File: src/design/tdlu_pkg.sv
`timescale 1ns / 1ps
package tdlu_pkg;
   localparam int DATA_WIDTH = 32;
   localparam int FRAC_BITS  = 16;
   localparam int CNT_W      = $clog2(DATA_WIDTH + 1);

   typedef logic [DATA_WIDTH-1:0] data_type;

   // Command into the divider
   typedef struct packed {
      logic     start;
      data_type num_mag;
      data_type den_mag;
   } div_cmd_type;

   // Status back from the divider
   typedef struct packed {
      logic     done;
      logic     over;
      data_type q_mag;
   } div_stat_type;

   // Magnitude of a two's complement value, as unsigned
   function automatic data_type mag_of(input data_type v);
      mag_of = v[DATA_WIDTH-1] ? (~v + data_type'(1)) : v;
   endfunction
endpackage

File: src/design/tdlu_div.sv
`timescale 1ns / 1ps
module tdlu_div import tdlu_pkg::*; (
   input  logic         clock,
   input  logic         reset,
   input  div_cmd_type  cmd,
   output div_stat_type stat
);
   logic [CNT_W-1:0] cnt_ff, cnt_in;
   data_type         rem_ff, rem_in;
   data_type         num_ff, num_in;
   data_type         quo_ff, quo_in;
   data_type         den_ff, den_in;
   logic             over_ff, over_in;
   logic             done_ff, done_in;
   logic [DATA_WIDTH:0] trial;
   logic             ge;

   // One restoring step: shift in a numerator bit, subtract if it fits
   always_comb begin
      trial = {rem_ff, num_ff[DATA_WIDTH-1]};
      ge    = trial >= {1'b0, den_ff};
   end

   always_comb begin
      cnt_in  = cnt_ff;
      rem_in  = rem_ff;
      num_in  = num_ff;
      quo_in  = quo_ff;
      den_in  = den_ff;
      over_in = over_ff;
      done_in = 1'b0;
      if (cmd.start) begin
         // Load: high part of (num << FRAC_BITS) seeds the remainder
         rem_in  = data_type'(cmd.num_mag >> (DATA_WIDTH - FRAC_BITS));
         num_in  = cmd.num_mag << FRAC_BITS;
         den_in  = cmd.den_mag;
         quo_in  = '0;
         over_in = data_type'(cmd.num_mag >> (DATA_WIDTH - FRAC_BITS)) >= cmd.den_mag;
         cnt_in  = CNT_W'(DATA_WIDTH);
      end else if (cnt_ff != '0) begin
         rem_in  = ge ? data_type'(trial - {1'b0, den_ff}) : trial[DATA_WIDTH-1:0];
         num_in  = num_ff << 1;
         quo_in  = {quo_ff[DATA_WIDTH-2:0], ge};
         cnt_in  = cnt_ff - CNT_W'(1);
         done_in = cnt_ff == CNT_W'(1);
      end
   end

   always_ff @(posedge clock) begin
      if (reset) begin
         cnt_ff  <= '0;
         done_ff <= 1'b0;
      end else begin
         cnt_ff  <= cnt_in;
         done_ff <= done_in;
      end
      rem_ff  <= rem_in;
      num_ff  <= num_in;
      quo_ff  <= quo_in;
      den_ff  <= den_in;
      over_ff <= over_in;
   end

   assign stat.done  = done_ff;
   assign stat.over  = over_ff;
   assign stat.q_mag = quo_ff;
endmodule

File: src/design/tridiagonal_lu_pivot_stream_core.sv
`timescale 1ns / 1ps
// Channel  Dir  Handshake              Payload
// req      in   req_tvalid/req_tready  tdata: sub, main, super; tuser: first_row
// rsp      out  rsp_tvalid/rsp_tready  tdata: pivot; tuser: zero_pivot, saturated
//
// A later row with a nonzero previous pivot passes these steps after accept:
// 32 restoring steps of the radix-2 divider, then one quotient clip, one multiply
// and one subtract/clip step.
// A first row or a zero previous pivot skips straight to the subtract/clip step.
// One row is in flight at a time; req_tready is high only while idle. Reset is
// synchronous; a stalled result holds the row in its last step until the result register can take it.
module tridiagonal_lu_pivot_stream_core import tdlu_pkg::*; (
   input  logic        clock,
   input  logic        reset,
   input  logic        req_tvalid,
   output logic        req_tready,
   input  logic [95:0] req_tdata,   // [31:0] sub_diag, [63:32] main_diag, [95:64] super_diag
   input  logic [0:0]  req_tuser,   // [0] first_row
   output logic        rsp_tvalid,
   input  logic        rsp_tready,
   output logic [31:0] rsp_tdata,   // [31:0] pivot
   output logic [1:0]  rsp_tuser    // [0] zero_pivot, [1] saturated
);
   localparam logic [1:0] ST_IDLE = 2'd0;
   localparam logic [1:0] ST_DIV  = 2'd1;
   localparam logic [1:0] ST_MUL  = 2'd2;
   localparam logic [1:0] ST_FIN  = 2'd3;

   logic [1:0] state_ff, state_in;
   data_type   a_ff, a_in, b_ff, b_in, c_ff, c_in;
   data_type   last_pivot_ff, last_pivot_in, last_super_ff, last_super_in;
   logic       zero_ff, zero_in, sat_ff, sat_in;
   data_type   q_mag_ff, q_mag_in;
   logic       q_neg_ff, q_neg_in;
   logic [2*DATA_WIDTH-1:0] mul_ff, mul_in;
   logic       p_neg_ff, p_neg_in;
   logic       rsp_valid_ff, rsp_valid_in;
   data_type   rsp_pivot_ff, rsp_pivot_in;
   logic       rsp_zero_ff, rsp_zero_in, rsp_sat_ff, rsp_sat_in;

   div_cmd_type  div_cmd;
   div_stat_type div_stat;

   data_type   qlim;
   logic [2*DATA_WIDTH-1:0] r_mag, plim;
   logic       p_clip;
   data_type   p_mag;
   logic signed [DATA_WIDTH:0]   prod;
   logic signed [DATA_WIDTH+1:0] diff;
   logic       d_clip;
   data_type   piv;
   logic       out_free;

   tdlu_div u_div (
      .clock (clock),
      .reset (reset),
      .cmd   (div_cmd),
      .stat  (div_stat)
   );

   assign req_tready = state_ff == ST_IDLE;
   assign out_free   = !rsp_valid_ff || rsp_tready;

   // Final step: clip the product, subtract from the diagonal, clip again
   always_comb begin
      qlim   = {q_neg_ff, {(DATA_WIDTH-1){~q_neg_ff}}};
      r_mag  = mul_ff >> FRAC_BITS;
      plim   = {{DATA_WIDTH{1'b0}}, p_neg_ff, {(DATA_WIDTH-1){~p_neg_ff}}};
      p_clip = r_mag > plim;
      p_mag  = p_clip ? plim[DATA_WIDTH-1:0] : r_mag[DATA_WIDTH-1:0];
      prod   = p_neg_ff ? -$signed({1'b0, p_mag}) : $signed({1'b0, p_mag});
      diff   = $signed({{2{b_ff[DATA_WIDTH-1]}}, b_ff}) - $signed({prod[DATA_WIDTH], prod});
      d_clip = !((diff[DATA_WIDTH+1:DATA_WIDTH-1] == 3'b000) ||
                 (diff[DATA_WIDTH+1:DATA_WIDTH-1] == 3'b111));
      piv    = d_clip ? {diff[DATA_WIDTH+1], {(DATA_WIDTH-1){~diff[DATA_WIDTH+1]}}}
                      : diff[DATA_WIDTH-1:0];
   end

   // Sequencer
   always_comb begin
      state_in      = state_ff;
      a_in          = a_ff;
      b_in          = b_ff;
      c_in          = c_ff;
      last_pivot_in = last_pivot_ff;
      last_super_in = last_super_ff;
      zero_in       = zero_ff;
      sat_in        = sat_ff;
      q_mag_in      = q_mag_ff;
      q_neg_in      = q_neg_ff;
      mul_in        = mul_ff;
      p_neg_in      = p_neg_ff;
      rsp_valid_in  = rsp_valid_ff && !rsp_tready;
      rsp_pivot_in  = rsp_pivot_ff;
      rsp_zero_in   = rsp_zero_ff;
      rsp_sat_in    = rsp_sat_ff;
      div_cmd.start   = 1'b0;
      div_cmd.num_mag = mag_of(last_super_ff);
      div_cmd.den_mag = mag_of(last_pivot_ff);
      case (state_ff)
         ST_IDLE: begin
            if (req_tvalid) begin
               a_in     = req_tdata[31:0];
               b_in     = req_tdata[63:32];
               c_in     = req_tdata[95:64];
               sat_in   = 1'b0;
               zero_in  = 1'b0;
               q_neg_in = last_super_ff[DATA_WIDTH-1] ^ last_pivot_ff[DATA_WIDTH-1];
               if (req_tuser[0] || last_pivot_ff == '0) begin
                  // Skip the divide: product is zero
                  zero_in  = !req_tuser[0];
                  mul_in   = '0;
                  p_neg_in = 1'b0;
                  state_in = ST_FIN;
               end else begin
                  div_cmd.start = 1'b1;
                  state_in      = ST_DIV;
               end
            end
         end
         ST_DIV: begin
            if (div_stat.done) begin
               if (div_stat.over || div_stat.q_mag > qlim) begin
                  q_mag_in = qlim;
                  sat_in   = 1'b1;
               end else begin
                  q_mag_in = div_stat.q_mag;
               end
               state_in = ST_MUL;
            end
         end
         ST_MUL: begin
            mul_in   = {{DATA_WIDTH{1'b0}}, mag_of(a_ff)} * {{DATA_WIDTH{1'b0}}, q_mag_ff};
            p_neg_in = a_ff[DATA_WIDTH-1] ^ (q_neg_ff && q_mag_ff != '0);
            state_in = ST_FIN;
         end
         ST_FIN: begin
            // Hold until the result register can take the row
            if (out_free) begin
               rsp_valid_in  = 1'b1;
               rsp_pivot_in  = piv;
               rsp_zero_in   = zero_ff;
               rsp_sat_in    = sat_ff || p_clip || d_clip;
               last_pivot_in = piv;
               last_super_in = c_ff;
               state_in      = ST_IDLE;
            end
         end
         default: state_in = ST_IDLE;
      endcase
   end

   always_ff @(posedge clock) begin
      if (reset) begin
         state_ff      <= ST_IDLE;
         rsp_valid_ff  <= 1'b0;
         last_pivot_ff <= '0;
         last_super_ff <= '0;
      end else begin
         state_ff      <= state_in;
         rsp_valid_ff  <= rsp_valid_in;
         last_pivot_ff <= last_pivot_in;
         last_super_ff <= last_super_in;
      end
      a_ff         <= a_in;
      b_ff         <= b_in;
      c_ff         <= c_in;
      zero_ff      <= zero_in;
      sat_ff       <= sat_in;
      q_mag_ff     <= q_mag_in;
      q_neg_ff     <= q_neg_in;
      mul_ff       <= mul_in;
      p_neg_ff     <= p_neg_in;
      rsp_pivot_ff <= rsp_pivot_in;
      rsp_zero_ff  <= rsp_zero_in;
      rsp_sat_ff   <= rsp_sat_in;
   end

   assign rsp_tvalid = rsp_valid_ff;
   assign rsp_tdata  = rsp_pivot_ff;
   assign rsp_tuser  = {rsp_sat_ff, rsp_zero_ff};
endmodule

File: config.mk
export PLATFORM = sky130hd
export DESIGN_NAME = tridiagonal_lu_pivot_stream_core
export DESIGN_NICKNAME = d
export VERILOG_FILES = /design/src/design/tdlu_pkg.sv /design/src/design/tdlu_div.sv /design/src/design/tridiagonal_lu_pivot_stream_core.sv
export SDC_FILE = /design/constraint.sdc
export NUM_CORES = 2
export LEC_CHECK = 0
export ABC_AREA = 1
export CORE_MARGIN = 4
export CORE_UTILIZATION = 40
export CTS_BUF_LIST = sky130_fd_sc_hd__clkbuf_16
export CTS_CLUSTER_DIAMETER = 200
export CTS_CLUSTER_SIZE = 8
export DETAILED_ROUTE_END_ITERATION = 6
export DONT_BUFFER_PORTS = 1
export GPL_TIMING_DRIVEN = 1
export MAX_ROUTING_LAYER = met4
export PLACE_DENSITY_LB_ADDON = 0.12
export SLEW_MARGIN = 20
export SYNTH_ARGS = -nofsm -noshare
export SYNTH_HDL_FRONTEND = slang
export SYNTH_HIERARCHICAL = 1
export SYNTH_SLANG_ARGS = --single-unit
export TNS_END_PERCENT = 30
File: constraint.sdc
create_clock -name clock -period 10.75 [get_ports clock]
set_input_delay 1.6125 -clock clock [delete_from_list [all_inputs] [get_ports clock]]
set_output_delay 1.6125 -clock clock [all_outputs]
set_load 0.02 [all_outputs]
======== Word-level counts from Yosys, hierarchy flattened ========
Index checks and enable logic that the tools add are counted.
storage, ports and cells
  bits of input ports ..................... 101
  flip-flop bits (word level) ............. 417
  logic and storage cells ................. 118
  output and inout bits ................... 36
cells by class
  equal/unequal tests ..................... 10
  bitwise operators ....................... 9
  multiply operators ...................... 1
  add/sub/neg operators ................... 7
  magnitude comparators ................... 4
  mux-type cells .......................... 34
  reductions and logical operators ........ 28
operators by type and width
  kind                                                                   number
  32-bit two-way mux                                                     9
  64-bit two-way mux                                                     2
  64-bit case mux with 2 select lines                                    1
  32-bit by 1-bit adder with 32-bit output, second input constant        3
  32-bit inverter                                                        3
  32-bit by 32-bit multiplier with 64-bit output                         1
  48-bit by 32-bit > comparator with 1-bit output                        1
  32-bit by 33-bit subtractor with 34-bit output                         1
  33-bit by 32-bit greater-or-equal comparator with 1-bit output         1
  33-bit two-way mux                                                     1
  32-bit negator with 33-bit output                                      1
  16-bit by 32-bit greater-or-equal comparator with 1-bit output         1
  32-bit > comparator                                                    1
  32-bit zero test                                                       1
  16-bit two-way mux                                                     2
  32-bit nonzero test                                                    1
  32-bit subtractor                                                      1
  6-bit two-way mux                                                      2
  1-bit two-way mux                                                      10
  2-bit two-way mux                                                      4
  2-bit case mux with 4 select lines                                     1
  6-bit by 1-bit equality test with 1-bit output, second input constant  1
  1-bit logical OR                                                       6
  2-bit inequality test, second input constant                           3
  19 further kinds                                                       35

======== Depth between registers and ports, before layout ========
  word-level depth ........................ 10
  depth in mapped cells ................... 47
  mapped depth without buffers ............ 44

======== By module ========
Netlist, hierarchy kept.
modules (own cells, without submodules)
  module                            seq. area each (um^2)  cells an instance  instances  area each (um^2)
  tridiagonal_lu_pivot_stream_core  7,767.4                6,061              1          49,442.4
  tdlu_div                          3,052.9                1,093              1          7,761.2

======== Least setup slack after synthesis ========
Ideal clock, no wire load.
  kind .................................... register -> register
  start ................................... register a_ff[0]
  end ..................................... register mul_ff[52] (data pin)
  path slack .............................. 2.239 ns
  buffers on the path ..................... 4
  clock period less this slack ............ 8.511 ns
  arrival ................................. 8.258 ns
  library setup time ...................... 0.253 ns
  stages on the path, launching flop included .. 39
  data required time ...................... 10.497 ns
  cells stage by stage .................... edfxtp_1 buf_6 clkbuf_1 inv_1 ha_1 inv_1 nor2_1 inv_1 nor4_1 xor2_1 nand2_1 nand2_1 clkbuf_1 buf_1 nor2_1 fa_1 fa_1 inv_1 [... 3 more ...] fa_1 fa_1 fa_1 inv_1 fa_1 inv_1 ha_1 a21oi_1 inv_1 a31oi_1 inv_1 a21oi_1 a21boi_0 o21ai_0 a21boi_0 nand2_1 nand2_1 nor2_1
on the way
  cells in the longest elaborated chain, start to end .. 5
ends and longest elaborated chain
  element                                           RTL line                                 RTL
  from (decl)                                       tridiagonal_lu_pivot_stream_core.sv:30   data_type a_ff, a_in, b_ff, b_in, c_ff, c_in;
  from (signal assigned)                            tridiagonal_lu_pivot_stream_core.sv:165  a_ff <= a_in;
  32-bit inverter                                   tdlu_pkg.sv:25                           mag_of = v[DATA_WIDTH-1] ? (~v + data_type'(1)) : v;
  32-bit by 1-bit adder with 32-bit output          tdlu_pkg.sv:25
  32-bit two-way mux *                              tdlu_pkg.sv:25
  32-bit by 32-bit multiplier with 64-bit output *  tridiagonal_lu_pivot_stream_core.sv:133  mul_in = {{DATA_WIDTH{1'b0}}, mag_of(a_ff)} * {{DATA_WIDTH{1'b0}}, q_mag_ff};
  64-bit case mux with 2 select lines *             tridiagonal_lu_pivot_stream_core.sv:100  case (state_ff)
  to (signal assigned)                              tridiagonal_lu_pivot_stream_core.sv:172  mul_ff <= mul_in;
  to (decl)                                         tridiagonal_lu_pivot_stream_core.sv:35   logic [2*DATA_WIDTH-1:0] mul_ff, mul_in;
Every way passes the cells marked *; elsewhere a longest branch is shown, timed or not.
A chain may end at the register's enable or synchronous reset.

======== Worst setup path after layout ========
  start ................................... register a_ff[0]
  end ..................................... register mul_ff[61] (data pin)
Same word-level chain as after synthesis.

==> run_results.csv <==
group,metric,value,unit
sta,finalHoldViolCount,0,
grt,grt_pass1_wl,299000,um
sta,relSlewSlack,29.6,%
setup_path,rr_worst_depth,37,
clock_network,cts_buffers,56,
sta,skew,0.0542,ns
die,top_level_ports,137,
grt,grt_pass1_vias,47630,
clock_network,clockRootBuffer,"clkbuf_16",
setup_path,crit_type,"reg -> reg",
clock_network,cts_htree_levels,2,
route,drt_iter0_markers,3796,
cells_and_area,syn_to_final_growth,6.85,%
setup_path,worstPathMaxFanout,16,
setup_path,cp_data_required_time,11.15,ns
grt,overflow,0,
grt,grt_max_degree,82,
synth,ys_seq_area_share,18.9,%
setup_path,r2r_end,"mul_ff[61]",
clock_network,numClockSinks,401,
placed_design,portBuffers,0,
die,rows,138,
route,vias,46634,
placed_design,post-dp-hpwl,156000,um
sta,rsz0062_at_grt,"false",
status,outcome,"completed",
synth,synthCells,7154,
synth,syn_avg_cell_area,8.00,um^2
grt,antenna_found_initial,1,
sta,final.period_utilization,91.7,%
setup_path,crit_top_cell,"fa_1",
setup_path,critPathCaptureType,"register",
route,vias_per_cell,5.17,
route,wl,196000,um
die,core_area,142000,um^2
synth,synth-seq-cells,401,
cells_and_area,postLayoutCellArea,61100,um^2
synth,synth_nets,8567,
clock_network,clk_latency,0.66,ns
synth,synth_edf_count,279,
setup_path,crit_slowest_cell,"nand2_1",
setup_path,crit_start,"a_ff[0]",
synth,async_flop_share,0,%
route,drcViolationCount,0,
synth,syn_area,57200,um^2
die,die_w,386,um
placed_design,place_area,59500,um^2
cells_and_area,nNetsFinal,8488,
hold_path,worstHoldStart,"zero_ff",
setup_path,crit_end,"mul_ff[61]",
die,die_area,149000,um^2
sta,setup_viol,0,
die,die_h,386,um
setup_path,startpoint_type,"register",
setup_path,cp.arrival,10.25,ns
cells_and_area,mostFrequentLayoutCells,"nand2_1 (1,557), inv_1 (1,522), nor2_1 (900)",
die,start_util,40.4,%
clock_network,cts_tree,"built",
synth,synth_warnings,6,
grt,grt.total_usage,27.4,%
synth,ys.flop_type,"edfxtp_1",
setup_path,rrSetupSlack,0.90,ns
cells_and_area,instances_no_fill,9013,
flow_run,cap_violations,0,
setup_path,critical_path.max_stage_delay,0.77,ns
hold_path,hold_class,"reg -> reg",
sta,final.setup.tns,0,ns
sta,layout_min_cycle_time,9.85,ns
placed_design,routabilityCongestion,0.980,
clock_network,post_cts_buffers,0,
route,wire_per_inst,21.8,um
clock_network,cts_max_path_buffers,3,
sta,worst_pin_slew,1.05,ns
clock_network,clk_pin_slew_worst_paths,0.06,ns
sta,maxSlewViolCount,0,
sta,fmax,0.101,GHz
cells_and_area,layout_commonest_cell,"nand2_1",
placed_design,dp.cells,8907,
cells_and_area,drive_gt1_share,3.81,%
clock_network,cts-hold-fix-buffers,0,
route,ant_nets,0,
cells_and_area,fillCellCount,14482,
synth,yosysUniqueCellTypes,62,
setup_path,r2r-start,"a_ff[0]",
clock_network,cts_resized,0,
route,firstDrtPassIters,6,
-- state kept, by name (all words and copies together), names as in the netlist, 2 cells and up --
| register | cells |
|---|---|
| rsp_tdata | 32 |
| a_ff | 32 |
| mul_ff | 48 |
| u_div/quo_ff | 32 |
| last_pivot_ff | 32 |
| u_div/rem_ff | 32 |
| last_super_ff | 32 |
| state_ff | 2 |
| u_div/num_ff | 16 |
| c_ff | 32 |
| u_div/cnt_ff | 6 |
| q_mag_ff | 32 |
| u_div/den_ff | 32 |
| b_ff | 32 |
-- cells in the mapped netlist, types with 77 or more instances --
cell,n,area [um^2]
o21ai_0,170,851
ha_1,415,5190
nor2_1,902,3390
nand2_1,1559,5850
inv_1,1481,5560
xor2_1,77,674
fa_1,897,18000
nand3_1,241,1210
a21oi_1,304,1520
clkbuf_1,215,807
dfxtp_1,122,2440
edfxtp_1,279,8380
-- critical path: cells and delay by family (launching register included) --
| kind | cells | cell delay [ns] |
|---|---|---|
| buf+inv | 7 | 0.63 |
| compound gates | 7 | 1.50 |
| simple gates | 14 | 2.50 |
| fa+ha+maj | 9 | 4.56 |
| flops | 1 | 0.44 |
-- layout make-up --
class                      count  area [um^2]  area share, %
clock inverter                48          254          0.416
antenna                        2         5.00        0.00819
multi-input combinational   4975        39600           64.8
sequential                   401        10800           17.7
timing repair buffer         129          968           1.58
inverter                    1512         5680           9.29
tap                         1890         2360           3.87
clock buffer                  56         1400           2.29
-- how the worst min path moves through the flow --
stage	to	slack (ns)	cells after the start
final	rsp_zero_ff	0.45	0
after global routing	rsp_zero_ff	0.45	0
after CTS	rsp_zero_ff	0.44	0
after detailed placement	rsp_zero_ff	0.42	0
after global placement	rsp_zero_ff	0.42	0
after floorplan	rsp_zero_ff	0.40	0
-- per-layer routing --
metal / vias up / wire length [um] / GRT usage (%)
li1: 21594 / - / -
met1: 23249 / 87500 / 37.7
met2: 1491 / 87100 / 41.6
met3: 300 / 15000 / 5.14
met4: 0 / 6430 / 7.70
met5: - / 0 / -
-- cells by family after synthesis --
logic type	after synthesis	share of synthesized area, %
buf+inv	1778	11.9
compound gates	631	6.14
xor+xnor	115	1.77
fa+ha+maj	1312	40.5
flops	401	18.9
simple gates	2917	20.8
-- per-stage QoR --
| step | utilization [%] | hold slack (ns) | setup WS (ns) |
|---|---|---|---|
| after floorplan | - | 0.400 | 2.24 |
| after global placement | 41.9 | 0.422 | 0.915 |
| after detailed placement | 41.9 | 0.422 | 0.913 |
| after CTS | 43.1 | 0.438 | 0.911 |
| after global routing | 43.1 | 0.446 | 0.412 |
| final | 43.1 | 0.449 | 0.897 |
Power is left out: the tool's default activity adds up to more than one toggle a clock period on the data nets, which glitch-free logic cannot reach.
